[src/rtl/core/sgs_pkg.sv]
package sgs_pkg;

  // Sizes of the filter.
  localparam int MAX_HALF   = 6;
  localparam int SAMPLE_W   = 16;
  localparam int HIST_DEPTH = 2 * MAX_HALF + 1;
  localparam int COEFF_W    = 18;
  localparam int FRAC_W     = 16;
  localparam int SMOOTH_W   = 18;
  localparam int HALF_CFG_W = 3;
  localparam int HALF_RESET = 2;

  // Derived widths.
  localparam int HALF_W    = $clog2(MAX_HALF + 1);
  localparam int DIST_W    = $clog2(HIST_DEPTH);
  localparam int SEEN_W    = $clog2(HIST_DEPTH + 1);
  localparam int IDX_W     = $clog2(2 * HIST_DEPTH + 2 * MAX_HALF) + 1;
  localparam int CFG_IDX_W = $clog2(MAX_HALF + 2);
  localparam int CFG_DATA_W = COEFF_W;
  localparam int PROD_W    = COEFF_W + SAMPLE_W + 2;
  localparam int NTERM     = MAX_HALF + 2;
  localparam int ACC_W     = PROD_W + $clog2(NTERM);
  localparam int N3        = (NTERM + 1) / 2;
  localparam int N4        = (N3 + 1) / 2;

  // Job queue between front and back.
  localparam int QDEPTH = 2;
  localparam int QPTR_W = (QDEPTH > 1) ? $clog2(QDEPTH) : 1;
  localparam int QCNT_W = $clog2(QDEPTH + 1);

  localparam logic signed [SMOOTH_W-1:0] SMOOTH_MAX = {1'b0, {(SMOOTH_W-1){1'b1}}};
  localparam logic signed [SMOOTH_W-1:0] SMOOTH_MIN = {1'b1, {(SMOOTH_W-1){1'b0}}};
  localparam logic signed [ACC_W-1:0] ROUND_ADD =
    {{(ACC_W-FRAC_W){1'b0}}, 1'b1, {(FRAC_W-1){1'b0}}};
  localparam logic signed [COEFF_W-1:0] COEFF_ONE =
    {{(COEFF_W-FRAC_W-1){1'b0}}, 1'b1, {FRAC_W{1'b0}}};

  typedef enum logic [CFG_IDX_W-1:0] {
    CFG_HALF_WIDTH   = 0,
    CFG_COEFF_CENTER = 1
  } sgs_cfg_idx_e;

  typedef struct packed {
    logic [SAMPLE_W-1:0] sample;
    logic                end_of_record;
  } sgs_in_t;

  typedef struct packed {
    logic signed [SMOOTH_W-1:0] smoothed;
    logic                       last_of_record;
  } sgs_out_t;

  typedef logic [HIST_DEPTH-1:0][SAMPLE_W-1:0] sgs_hist_t;
  typedef logic signed [COEFF_W-1:0] sgs_coeff_t;
  typedef sgs_coeff_t [MAX_HALF:0] sgs_coeffs_t;

  // One accepted sample that causes results: a snapshot of the history, the
  // newest sample's position, the first result position, h and the eor flag.
  typedef struct packed {
    sgs_hist_t         hist;
    logic [DIST_W-1:0] last;
    logic [DIST_W-1:0] first;
    logic [HALF_W-1:0] half;
    logic              eor;
  } sgs_job_t;

  typedef struct packed {
    logic full;
    logic empty;
  } sgs_qstat_t;

  // Distance back from the newest sample of the tap at position n -/+ k,
  // with the record mirrored at both ends and clamped into short records.
  function automatic logic [DIST_W-1:0] tap_dist(input logic [DIST_W-1:0] n,
                                                 input logic [HALF_W-1:0] k,
                                                 input logic              minus,
                                                 input logic [DIST_W-1:0] last);
    logic signed [IDX_W-1:0] nn;
    logic signed [IDX_W-1:0] kk;
    logic signed [IDX_W-1:0] lst;
    logic signed [IDX_W-1:0] one;
    logic signed [IDX_W-1:0] idx;
    logic signed [IDX_W-1:0] m;
    logic signed [IDX_W-1:0] d;
    nn  = $signed({{(IDX_W-DIST_W){1'b0}}, n});
    kk  = $signed({{(IDX_W-HALF_W){1'b0}}, k});
    lst = $signed({{(IDX_W-DIST_W){1'b0}}, last});
    one = $signed({{(IDX_W-1){1'b0}}, 1'b1});
    idx = minus ? (nn - kk) : (nn + kk);
    if (idx < 0) begin
      m = -idx - one;
      if (m > lst) begin
        m = lst;
      end
    end else if (idx > lst) begin
      m = lst + lst + one - idx;
      if (m < 0) begin
        m = '0;
      end
    end else begin
      m = idx;
    end
    d = lst - m;
    return d[DIST_W-1:0];
  endfunction

endpackage

[src/rtl/core/sgs_front.sv]
module sgs_front (
  input  logic                               clk_i,
  input  logic                               rst_ni,
  input  logic                               in_valid_i,
  input  sgs_pkg::sgs_in_t                   in_data_i,
  output logic                               in_stall_o,
  input  logic [sgs_pkg::HALF_CFG_W-1:0]     half_width_i,
  input  sgs_pkg::sgs_qstat_t                qstat_i,
  output logic                               push_o,
  output sgs_pkg::sgs_job_t                  job_o
);
  import sgs_pkg::*;

  sgs_hist_t         hist_q, hist_d;
  logic [SEEN_W-1:0] seen_q, seen_d;
  logic [SEEN_W-1:0] seen_new;
  logic [DIST_W-1:0] last;
  logic [HALF_W-1:0] half;
  logic              accept;

  always_comb begin
    // Out-of-range half widths are clamped into 1..MAX_HALF.
    if (half_width_i == '0) begin
      half = HALF_W'(1);
    end else if (half_width_i > HALF_CFG_W'(MAX_HALF)) begin
      half = HALF_W'(MAX_HALF);
    end else begin
      half = HALF_W'(half_width_i);
    end

    accept   = in_valid_i && !qstat_i.full;
    seen_new = (seen_q < SEEN_W'(HIST_DEPTH)) ? seen_q + 1'b1 : seen_q;
    last     = DIST_W'(seen_new - 1'b1);

    hist_d = {hist_q[HIST_DEPTH-2:0], in_data_i.sample};
    seen_d = in_data_i.end_of_record ? '0 : seen_new;

    job_o.hist  = hist_d;
    job_o.last  = last;
    job_o.first = (last >= DIST_W'(half)) ? last - DIST_W'(half) : '0;
    job_o.half  = half;
    job_o.eor   = in_data_i.end_of_record;

    push_o = accept && (in_data_i.end_of_record || (last >= DIST_W'(half)));
  end

  always_ff @(posedge clk_i or negedge rst_ni) begin
    if (!rst_ni) begin
      hist_q <= '0;
      seen_q <= '0;
    end else if (accept) begin
      hist_q <= hist_d;
      seen_q <= seen_d;
    end
  end

  assign in_stall_o = qstat_i.full;

  a_seen_range: assert property (@(posedge clk_i) disable iff (!rst_ni)
    seen_q <= SEEN_W'(HIST_DEPTH))
    else $error("sample count beyond history depth");

endmodule

[config.mk]
export PLATFORM = sky130hd
export DESIGN_NAME = sgs_front
export DESIGN_NICKNAME = d
export VERILOG_FILES = /design/src/rtl/core/sgs_pkg.sv /design/src/rtl/core/sgs_front.sv
export SDC_FILE = /design/constraint.sdc
export NUM_CORES = 1
export LEC_CHECK = 0
export BUFFER_PORTS_ARGS = -buffer_cell sky130_fd_sc_hd__buf_2
export CAP_MARGIN = 20
export CORE_ASPECT_RATIO = 1.25
export CORE_MARGIN = 2
export CORE_UTILIZATION = 30
export DETAILED_ROUTE_END_ITERATION = 16
export PLACE_DENSITY = 0.5
export SYNTH_ARGS = -nofsm -noshare
export SYNTH_HDL_FRONTEND = slang
export SYNTH_SLANG_ARGS = --single-unit
[constraint.sdc]
create_clock -name clk_i -period 4.35 [get_ports clk_i]
set_input_delay 0.6525 -clock clk_i [delete_from_list [all_inputs] [get_ports clk_i]]
set_output_delay 0.6525 -clock clk_i [all_outputs]
set_load 0.01 [all_outputs]
==> impl_results.md <==
* Status: complete, no violations
* Sw Pwr at 1740 uW
* Crit path required time at 3700 ps
* Number of synthesized register bits at between 150 and 200
* Worst Reg-to-Reg Cells at 6
* Final WL at 20.4 mm
* Measured slew at the worst slew-check pin at 883 ps
* Final-report setup violation count at 0
* H-tree levels at 4
* Post-route ant nets at 0
* Ys flop type: dfrtp_1
* Post-Place Cells at 1416
* DIE HEIGHT at about 180 um
* Clock skew at 10.4 ps
* Worst Hold Class: in -> async
* CORE AREA at about 0.025 mm2
* Fraction of layout cells with a size suffix above 1 at roughly a quarter
* Worst reg-to-reg setup slack at 2680 ps
* Max-cap violation count at 0
* Num CTS Buffers at 17
* Synthesis-to-finish area growth at 26.1%
* CTS max path bufs at 2
* # rows at 65
* Starting Density at approximately 31%
* Synthesis Warnings at 0
* Vias at just over 6000
* FF-to-FF Start: seen_q[0]
* Yosys cell types at 34
* Final Cycle Share at 94.0%
* Int Power at roughly 3500 uW
* Final Hold Fails at 0
* RSZ-0062 raised after global routing: false
* Hold_buf cts at 0
* Leakage at slightly below 0.006 uW
* Initial detailed-routing violation count at 306
* Crit end category: primary output
* Fin cells at about 1400
* Clk pwr share at around 30%
* Reg power frac at 47.3%
* Vias in the first global route at 6121
* Crit. Startpoint: seen_q[0]
* Syn_nets at just over 900
* Commonest non-fill, non-tap cell in the layout: nand2_1
* Worst R2R End: seen_q[0]
* Syn Area/Cell at 8.72 um2
* Sw frac at 33.5%
* Sequential area share after synthesis at 63.0%
* Vias per std cell at between 4 and 5
* Largest net degree at the start of global routing at 107
* Total GRT Usage at between 15 and 20%
* Root buffer cell: clkbuf_16
* Clock sinks at ~200
* Postcts setup bufs at 0
* Fill cell count at between 2000 and 3000
* N_diodes at 0
* Gate power share at between 20 and 25%
* Die W at 148 um
* DRC viols at 0
* Post-synth EDFFs at 0
* Die area at 0.0273 mm2
* GPL Wtd Cong at 0.769
* Final critical-path required period at 4090 ps
* Setup CP Type: reg -> out
* Overflow after GRT at 0
* Fmax at roughly 0.24 GHz
* Mapped Cells at about 890
* CP Capture Point: job_o[7]
* Fin nets at 1131
* Syn Std Cell Area at 0.00778 mm2
* Power density over the cells at 530 mW/mm2
* Slew HR at 41.2%
* Critical path peak fanout at 8
* Num ports at 247
* VDD IR max at 256 uV
* Highest-count cells in the layout ignoring fill and taps: nand2_1, buf_2, dfrtp_1
* Pre-antenna DRT Iters at 4
* Clk Latency, worst-skew pair at 430 ps
* DPL Wire Length at 13.8 mm
* Critical path startpoint category: register
* Arr. time, crit path at approximately 3400 ps
* Clock transition at path regs at around 70 ps
* Max-slew violations at 0
* Resized Gates After CTS at 0
* First-pass GRT wire length at 33.2 mm
* TNS Setup at 0 ps
* CTS tree: yes
* Antenna violations before repair at 0
* I/O Buffers at ~250
* Routed WL per cell at 14.1 um
* Ys async rst share at 100%
metrics by stage:
stage	util [%]	hold slack, ps	cell area [um2]	power [uW]	setup WS [ps]
floorplan	-	357	7780	3060	1040
global placement	36.4	453	9230	3680	770
detailed placement	36.4	457	9230	3700	724
CTS	38.7	352	9810	5300	234
global route	38.7	363	9810	5550	18.6
finish	38.7	307	9810	5200	260
synth_stat cells (2+ instances only):
| cell type | count | area [um2] |
|---|---|---|
| a21oi_1 | 5 | 25.0 |
| buf_1 | 2 | 7.51 |
| buf_4 | 18 | 135 |
| clkbuf_1 | 43 | 161 |
| dfrtp_1 | 196 | 4900 |
| ha_1 | 5 | 62.6 |
| inv_1 | 8 | 30.0 |
| nand2_1 | 580 | 2180 |
| nand3_1 | 2 | 10.0 |
| nor2_1 | 5 | 18.8 |
| o21ai_0 | 2 | 10.0 |
| xnor2_1 | 4 | 35.0 |
area by class of cell:
| class | count | area (um2) | area share [%] |
|---|---|---|---|
| sequential | 196 | 4900 | 50.0 |
| clock buffer | 18 | 439 | 4.48 |
| timing repair buffer | 253 | 1320 | 13.5 |
| tap | 335 | 419 | 4.27 |
| multi-input combinational | 624 | 2550 | 26.0 |
| inverter | 8 | 30.0 | 0.306 |
| clock inverter | 14 | 144 | 1.47 |
state kept, by name (all words and copies together), names as in the netlist:
| name | flops |
|---|---|
| seen_q | 4 |
| job_o | 192 |
power groups by stage:
stage	registers [uW]	clock network (uW)	logic [uW]
after floorplan	2600	0	453
after global routing	2520	1710	1320
after global placement	2490	0	1180
after detailed placement	2500	0	1190
final	2460	1570	1170
after CTS	2470	1630	1190
logic make-up (layout without fill, tap and decap cells):
kind of cell / Yosys count / after routing / synth area share (%)
AOI/OAI and AO/OA: 15 / 15 / 1.29
xor gates and xnor gates: 5 / 5 / 0.659
adders and majority gates: 7 / 7 / 1.19
buffers and inverters: 72 / 293 / 4.36
DFF: 196 / 196 / 63.0
muxes: 2 / 2 / 0.370
and+or+nand+nor: 595 / 595 / 29.1
metal layers:
metal / GRT usage [%] / up-vias / wire (um)
li1: - / 3105 / -
met2: 25.0 / 184 / 9540
met3: 4.86 / 10 / 1480
met4: 3.43 / 0 / 148
met1: 20.1 / 2897 / 9260
met5: 0 / - / 0
worst max-delay path, stage by stage (launching register included):
cell	delay [ps]
dfrtp_1	480
inv_1	110
ha_1	240
nand3b_2	320
xnor2_1	250
ha_1	170
inv_1	60
fa_1	400
a21o_1	170
a21oi_1	310
nor2_1	90
mux2_4	260
buf_2	140
how the worst min path moves through the flow:
stage,from,slack [ps],to
2_1_floorplan,rst_ni,360,job_o[100]
3_3_place_gp,job_o[219],450,job_o[219]
3_5_place_dp,job_o[213],460,job_o[213]
4_1_cts,rst_ni,350,job_o[177]
5_1_grt,rst_ni,360,job_o[177]
6_report,rst_ni,310,job_o[177]
(Power assumes the default switching activity.)
