===== config.mk =====
export PLATFORM = sky130hd
export DESIGN_NAME = sgs_fifo
export DESIGN_NICKNAME = d
export VERILOG_FILES = /design/src/rtl/core/sgs_pkg.sv /design/src/rtl/core/sgs_fifo.sv
export SDC_FILE = /design/constraint.sdc
export NUM_CORES = 1
export LEC_CHECK = 0
export ABC_AREA = 1
export BUFFER_PORTS_ARGS = -buffer_cell sky130_fd_sc_hd__buf_2
export CORE_MARGIN = 3
export CORE_UTILIZATION = 53
export DETAILED_ROUTE_END_ITERATION = 8
export GPL_TIMING_DRIVEN = 1
export PLACE_DENSITY = 0.84
export SLEW_MARGIN = 15
export SYNTH_ARGS = -nofsm -noshare
export SYNTH_HDL_FRONTEND = slang
export SYNTH_SLANG_ARGS = --single-unit

===== constraint.sdc =====
create_clock -name clk_i -period 11.9 [get_ports clk_i]
set_clock_uncertainty 0.1 [all_clocks]
set_input_delay 0 -clock clk_i [delete_from_list [all_inputs] [get_ports clk_i]]
set_output_delay 0 -clock clk_i [all_outputs]
set_load 0.02 [all_outputs]

===== src/rtl/core/sgs_pkg.sv =====
package sgs_pkg;

  // Sizes of the filter.
  localparam int MAX_HALF   = 6;
  localparam int SAMPLE_W   = 16;
  localparam int HIST_DEPTH = 2 * MAX_HALF + 1;
  localparam int COEFF_W    = 18;
  localparam int FRAC_W     = 16;
  localparam int SMOOTH_W   = 18;
  localparam int HALF_CFG_W = 3;
  localparam int HALF_RESET = 2;

  // Derived widths.
  localparam int HALF_W    = $clog2(MAX_HALF + 1);
  localparam int DIST_W    = $clog2(HIST_DEPTH);
  localparam int SEEN_W    = $clog2(HIST_DEPTH + 1);
  localparam int IDX_W     = $clog2(2 * HIST_DEPTH + 2 * MAX_HALF) + 1;
  localparam int CFG_IDX_W = $clog2(MAX_HALF + 2);
  localparam int CFG_DATA_W = COEFF_W;
  localparam int PROD_W    = COEFF_W + SAMPLE_W + 2;
  localparam int NTERM     = MAX_HALF + 2;
  localparam int ACC_W     = PROD_W + $clog2(NTERM);
  localparam int N3        = (NTERM + 1) / 2;
  localparam int N4        = (N3 + 1) / 2;

  // Job queue between front and back.
  localparam int QDEPTH = 2;
  localparam int QPTR_W = (QDEPTH > 1) ? $clog2(QDEPTH) : 1;
  localparam int QCNT_W = $clog2(QDEPTH + 1);

  localparam logic signed [SMOOTH_W-1:0] SMOOTH_MAX = {1'b0, {(SMOOTH_W-1){1'b1}}};
  localparam logic signed [SMOOTH_W-1:0] SMOOTH_MIN = {1'b1, {(SMOOTH_W-1){1'b0}}};
  localparam logic signed [ACC_W-1:0] ROUND_ADD =
    {{(ACC_W-FRAC_W){1'b0}}, 1'b1, {(FRAC_W-1){1'b0}}};
  localparam logic signed [COEFF_W-1:0] COEFF_ONE =
    {{(COEFF_W-FRAC_W-1){1'b0}}, 1'b1, {FRAC_W{1'b0}}};

  typedef enum logic [CFG_IDX_W-1:0] {
    CFG_HALF_WIDTH   = 0,
    CFG_COEFF_CENTER = 1
  } sgs_cfg_idx_e;

  typedef struct packed {
    logic [SAMPLE_W-1:0] sample;
    logic                end_of_record;
  } sgs_in_t;

  typedef struct packed {
    logic signed [SMOOTH_W-1:0] smoothed;
    logic                       last_of_record;
  } sgs_out_t;

  typedef logic [HIST_DEPTH-1:0][SAMPLE_W-1:0] sgs_hist_t;
  typedef logic signed [COEFF_W-1:0] sgs_coeff_t;
  typedef sgs_coeff_t [MAX_HALF:0] sgs_coeffs_t;

  // One accepted sample that causes results: a snapshot of the history, the
  // newest sample's position, the first result position, h and the eor flag.
  typedef struct packed {
    sgs_hist_t         hist;
    logic [DIST_W-1:0] last;
    logic [DIST_W-1:0] first;
    logic [HALF_W-1:0] half;
    logic              eor;
  } sgs_job_t;

  typedef struct packed {
    logic full;
    logic empty;
  } sgs_qstat_t;

  // Distance back from the newest sample of the tap at position n -/+ k,
  // with the record mirrored at both ends and clamped into short records.
  function automatic logic [DIST_W-1:0] tap_dist(input logic [DIST_W-1:0] n,
                                                 input logic [HALF_W-1:0] k,
                                                 input logic              minus,
                                                 input logic [DIST_W-1:0] last);
    logic signed [IDX_W-1:0] nn;
    logic signed [IDX_W-1:0] kk;
    logic signed [IDX_W-1:0] lst;
    logic signed [IDX_W-1:0] one;
    logic signed [IDX_W-1:0] idx;
    logic signed [IDX_W-1:0] m;
    logic signed [IDX_W-1:0] d;
    nn  = $signed({{(IDX_W-DIST_W){1'b0}}, n});
    kk  = $signed({{(IDX_W-HALF_W){1'b0}}, k});
    lst = $signed({{(IDX_W-DIST_W){1'b0}}, last});
    one = $signed({{(IDX_W-1){1'b0}}, 1'b1});
    idx = minus ? (nn - kk) : (nn + kk);
    if (idx < 0) begin
      m = -idx - one;
      if (m > lst) begin
        m = lst;
      end
    end else if (idx > lst) begin
      m = lst + lst + one - idx;
      if (m < 0) begin
        m = '0;
      end
    end else begin
      m = idx;
    end
    d = lst - m;
    return d[DIST_W-1:0];
  endfunction

endpackage


===== src/rtl/core/sgs_fifo.sv =====
module sgs_fifo (
  input  logic                clk_i,
  input  logic                rst_ni,
  input  logic                push_i,
  input  sgs_pkg::sgs_job_t   job_i,
  input  logic                pop_i,
  output sgs_pkg::sgs_job_t   head_o,
  output sgs_pkg::sgs_qstat_t stat_o
);
  import sgs_pkg::*;

  sgs_job_t          mem_q [QDEPTH];
  logic [QPTR_W-1:0] wr_ptr_q, wr_ptr_d;
  logic [QPTR_W-1:0] rd_ptr_q, rd_ptr_d;
  logic [QCNT_W-1:0] cnt_q, cnt_d;

  always_comb begin
    wr_ptr_d = wr_ptr_q;
    rd_ptr_d = rd_ptr_q;
    cnt_d    = cnt_q;
    if (push_i) begin
      wr_ptr_d = (wr_ptr_q == QPTR_W'(QDEPTH - 1)) ? '0 : wr_ptr_q + 1'b1;
    end
    if (pop_i) begin
      rd_ptr_d = (rd_ptr_q == QPTR_W'(QDEPTH - 1)) ? '0 : rd_ptr_q + 1'b1;
    end
    if (push_i && !pop_i) begin
      cnt_d = cnt_q + 1'b1;
    end else if (pop_i && !push_i) begin
      cnt_d = cnt_q - 1'b1;
    end
  end

  always_ff @(posedge clk_i or negedge rst_ni) begin
    if (!rst_ni) begin
      wr_ptr_q <= '0;
      rd_ptr_q <= '0;
      cnt_q    <= '0;
    end else begin
      wr_ptr_q <= wr_ptr_d;
      rd_ptr_q <= rd_ptr_d;
      cnt_q    <= cnt_d;
    end
  end

  always_ff @(posedge clk_i) begin
    if (push_i) begin
      mem_q[wr_ptr_q] <= job_i;
    end
  end

  assign head_o       = mem_q[rd_ptr_q];
  assign stat_o.full  = (cnt_q == QCNT_W'(QDEPTH));
  assign stat_o.empty = (cnt_q == '0);

  // The front must hold off while the queue is full.
  a_no_push_full: assert property (@(posedge clk_i) disable iff (!rst_ni)
    stat_o.full |-> !push_i)
    else $error("job queue written while full");

  a_cnt_range: assert property (@(posedge clk_i) disable iff (!rst_ni)
    cnt_q <= QCNT_W'(QDEPTH))
    else $error("job queue count out of range");

endmodule


==> results.py <==
metrics = {
    "power": {
        "power.share.clock_pct": 23.4,
        "combPwrFrac_pct": 35.3,
        "power.density_nw_per_um2": 233.1,
        "p_switching_uw": 1738,
        "leakage_uw": 0.009296,
        "peakVddDrop_mv": 0.1688,
        "seq_power_share_pct": 41.3,
        "internal-power_uw": 3616,
        "p_sw_share_pct": 32.47,
    },
    "sta": {
        "setup-tns-final_ns": 0,
        "grt_setup_unrepaired": "false",
        "relSlewSlack_pct": 27.79,
        "fmax_mhz": 244.3,
        "finalHoldViolations": 0,
        "period_share_pct": 34.40,
        "slew_viol_final": 0,
        "hold_slack_ns": 0.09967,
        "fin_crit_ns": 4.094,
        "setup_violations": 0,
        "worstMarginPinSlew_ns": 1.083,
    },
    "clock_network": {
        "cts-root-buf": "clkbuf_16",
        "h-tree-depth": 2,
        "clock_latency_ns": 0.52,
        "cts_max_path_buffers": 3,
        "cts.sinks": 444,
        "cts_tree": "done",
        "clk_pin_slew_worst_paths_ns": 0.06,
        "cts_resized": 0,
        "numCtsBuffers": 44,
    },
    "run_status": {
        "status": "finished, final reports clean",
    },
    "routing": {
        "drc_errors": 0,
        "vias": 9531,
        "vias_per_cell": 5.186,
        "wirelength_um": 41850,
        "drtIter0Drc": 653,
        "ant_nets": 0,
        "wl_per_cell_um": 22.77,
        "dr.pass1.iters": 6,
    },
    "critical_path": {
        "required_ns": 11.80,
        "cp_common_cell": "buf_4",
        "slowest_stage": "dfrtp_4",
        "r2r_cells": 4,
        "criticalPathCategory": "reg -> out",
        "endpoint_kind": "primary output",
        "rrSetupSlack_ns": 8.63,
        "cp_max_fo": 59,
        "worstPathCellList": "buf_4 > buf_4 > mux2_4 > buf_2",
        "rr_startpoint": "wr_ptr_q",
        "worstPathArrival_ns": 3.99,
        "crit_family": "buffers and inverters",
        "cp_num_buf_inv": 3,
        "reg2reg_to": "mem_q[1][94]",
        "worstSetupStartpointType": "flop",
        "max_stage_delay_ns": 0.97,
    },
    "die": {
        "row_count": 64,
        "die_area_um2": 34200,
        "initial_core_util_pct": 54.62,
        "die_x_um": 184.9,
        "die_h_um": 184.9,
        "num_io_pins": 446,
        "coreArea_um2": 31070,
    },
    "grt": {
        "grt.total_usage_pct": 23.84,
        "grt_pass1_vias": 10260,
        "gr-total-overflow": 0,
        "antenna_found_initial": 2,
        "grt_pass1_wl_um": 61410,
        "grt_max_degree": 90,
    },
    "flow_run": {
        "drv_cap": 0,
    },
    "finish": {
        "drive_gt1_share_pct": 51.01,
        "layout.nets": 1634,
        "finalInstanceArea_um2": 22970,
        "final_core_util_pct": 73.94,
        "synthToLayoutAreaGrowth_pct": 35.38,
    },
    "synthesis": {
        "synth_top_area_share_pct": 77.86,
        "seq_area_frac_synth_pct": 78.45,
        "syn_avg_cell_area_um2": 23.90,
        "yosysTopAreaCell": "edfxtp_1",
        "synthTopCellsByArea": "edfxtp_1 (78%), mux2_4 (17%), mux2_2 (2.0%)",
        "syn_nets": 935,
        "synthDistinctLibCells": 15,
        "synth_area_um2": 16970,
        "yosysWarnings": 0,
        "synthCells": 710,
        "ys_seq_elements": 444,
    },
    "worst_hold_path": {
        "whs_path_depth": 2,
        "hold_end": "mem_q[0][127]",
        "holdCritStartpoint": "job_i[127]",
        "hold_class": "in -> reg",
    },
    "placed_design": {
        "gp_congestion": 0.8133,
        "numPortBuffers": 445,
        "place_area_um2": 19410,
        "hpwl_um": 24530,
    },
}
cell type report:
| class | instances | area [um^2] |
|---|---|---|
| timing repair buffer | 678 | 4557 |
| inverter | 7 | 33.78 |
| clock buffer | 60 | 1202 |
| sequential | 444 | 13320 |
| fill | 1680 | 8098 |
| antenna | 3 | 7.507 |
| tap | 396 | 495.5 |
| clock inverter | 16 | 81.33 |
| multi-input combinational | 234 | 3278 |
logic make-up after synthesis:
group                      count (synthesis)  share of synthesized area [%]
and+or+nand+nor                           10                         0.2433
adders and majority gates                  1                        0.07372
buffers and inverters                     32                          2.271
muxes                                    220                          18.80
xor gates and xnor gates                   3                         0.1549
DFF                                      444                          78.45
worst max path at each step:
stage,startpoint,endpoint,slack (ns),depth (start not counted)
2_1_floorplan,wr_ptr_q,mem_q[0][0],1.46,1
3_3_place_gp,wr_ptr_q,mem_q[0][77],8.46,3
4_1_cts,rd_ptr_q,head_o[91],7.82,4
3_5_place_dp,wr_ptr_q,mem_q[0][77],8.39,3
6_report,rd_ptr_q,head_o[92],7.81,4
5_1_grt,rd_ptr_q,head_o[11],7.62,4
metrics by stage:
step | total power, uW | std cells | setup slack (ns)
floorplan | 3670 | 710 | 1.458
global placement | 3985 | 1534 | 8.459
detailed placement | 4035 | 1534 | 8.385
CTS | 5344 | 1834 | 7.816
global route | 5564 | 1837 | 7.620
finish | 5355 | 1838 | 7.806
timing repair:
| action | in CTS | in global routing |
|---|---|---|
| hold buffers | 224 | 0 |
| endpoints found under the hold margin | 448 | 0 |
| buffers inserted | 0 | 0 |
state kept, by name (all words and copies together) (netlist names):
signal	cells
rd_ptr_q	1
wr_ptr_q	1
mem_q	440
cnt_q	2
routing by layer:
layer | global-route usage, % | up-vias | wire [um]
met3 | 6.638 | 85 | 3743
met2 | 43.77 | 499 | 22100
met5 | 0 | - | 0
li1 | - | 4221 | -
met1 | 27.07 | 4726 | 14690
met4 | 7.383 | 0 | 1320
worst register-to-register path: cells and delay by family (launching register included):
family / cells / cell delay, ns
DFF: 1 / 0.43
buffers and inverters: 3 / 2.16
and+or+nand+nor: 1 / 0.18
Yosys cell counts, drive strengths merged:
cell	instances
xnor2	1
xor2	2
edfxtp	440
inv	7
nand4	1
mux2	220
nand2	5
ha	1
buf	25
nand3	1
nor2	3
dfrtp	4
cell usage in the layout (no fill, tap or decap), drive strengths merged:
cell type	synthesis	routed
edfxtp	440	440
xor2	2	2
nand4	1	1
buf	25	454
clkbuf	0	60
dlygate4sd3	0	224
mux2	220	220
nand3	1	1
xnor2	1	1
nand2	5	5
ha	1	1
dfrtp	4	4
clkinvlp	0	2
inv	7	7
diode	0	3
clkinv	0	14
nor2	3	3
power by group through the flow:
stage	clock network (uW)	logic [uW]	registers, uW
after global routing	1340	1980	2240
after global placement	0	1770	2210
after detailed placement	0	1800	2230
after CTS	1270	1870	2200
final	1250	1890	2210
after floorplan	0	1420	2250
No activity file was read; power rests on OpenSTA's default activity.
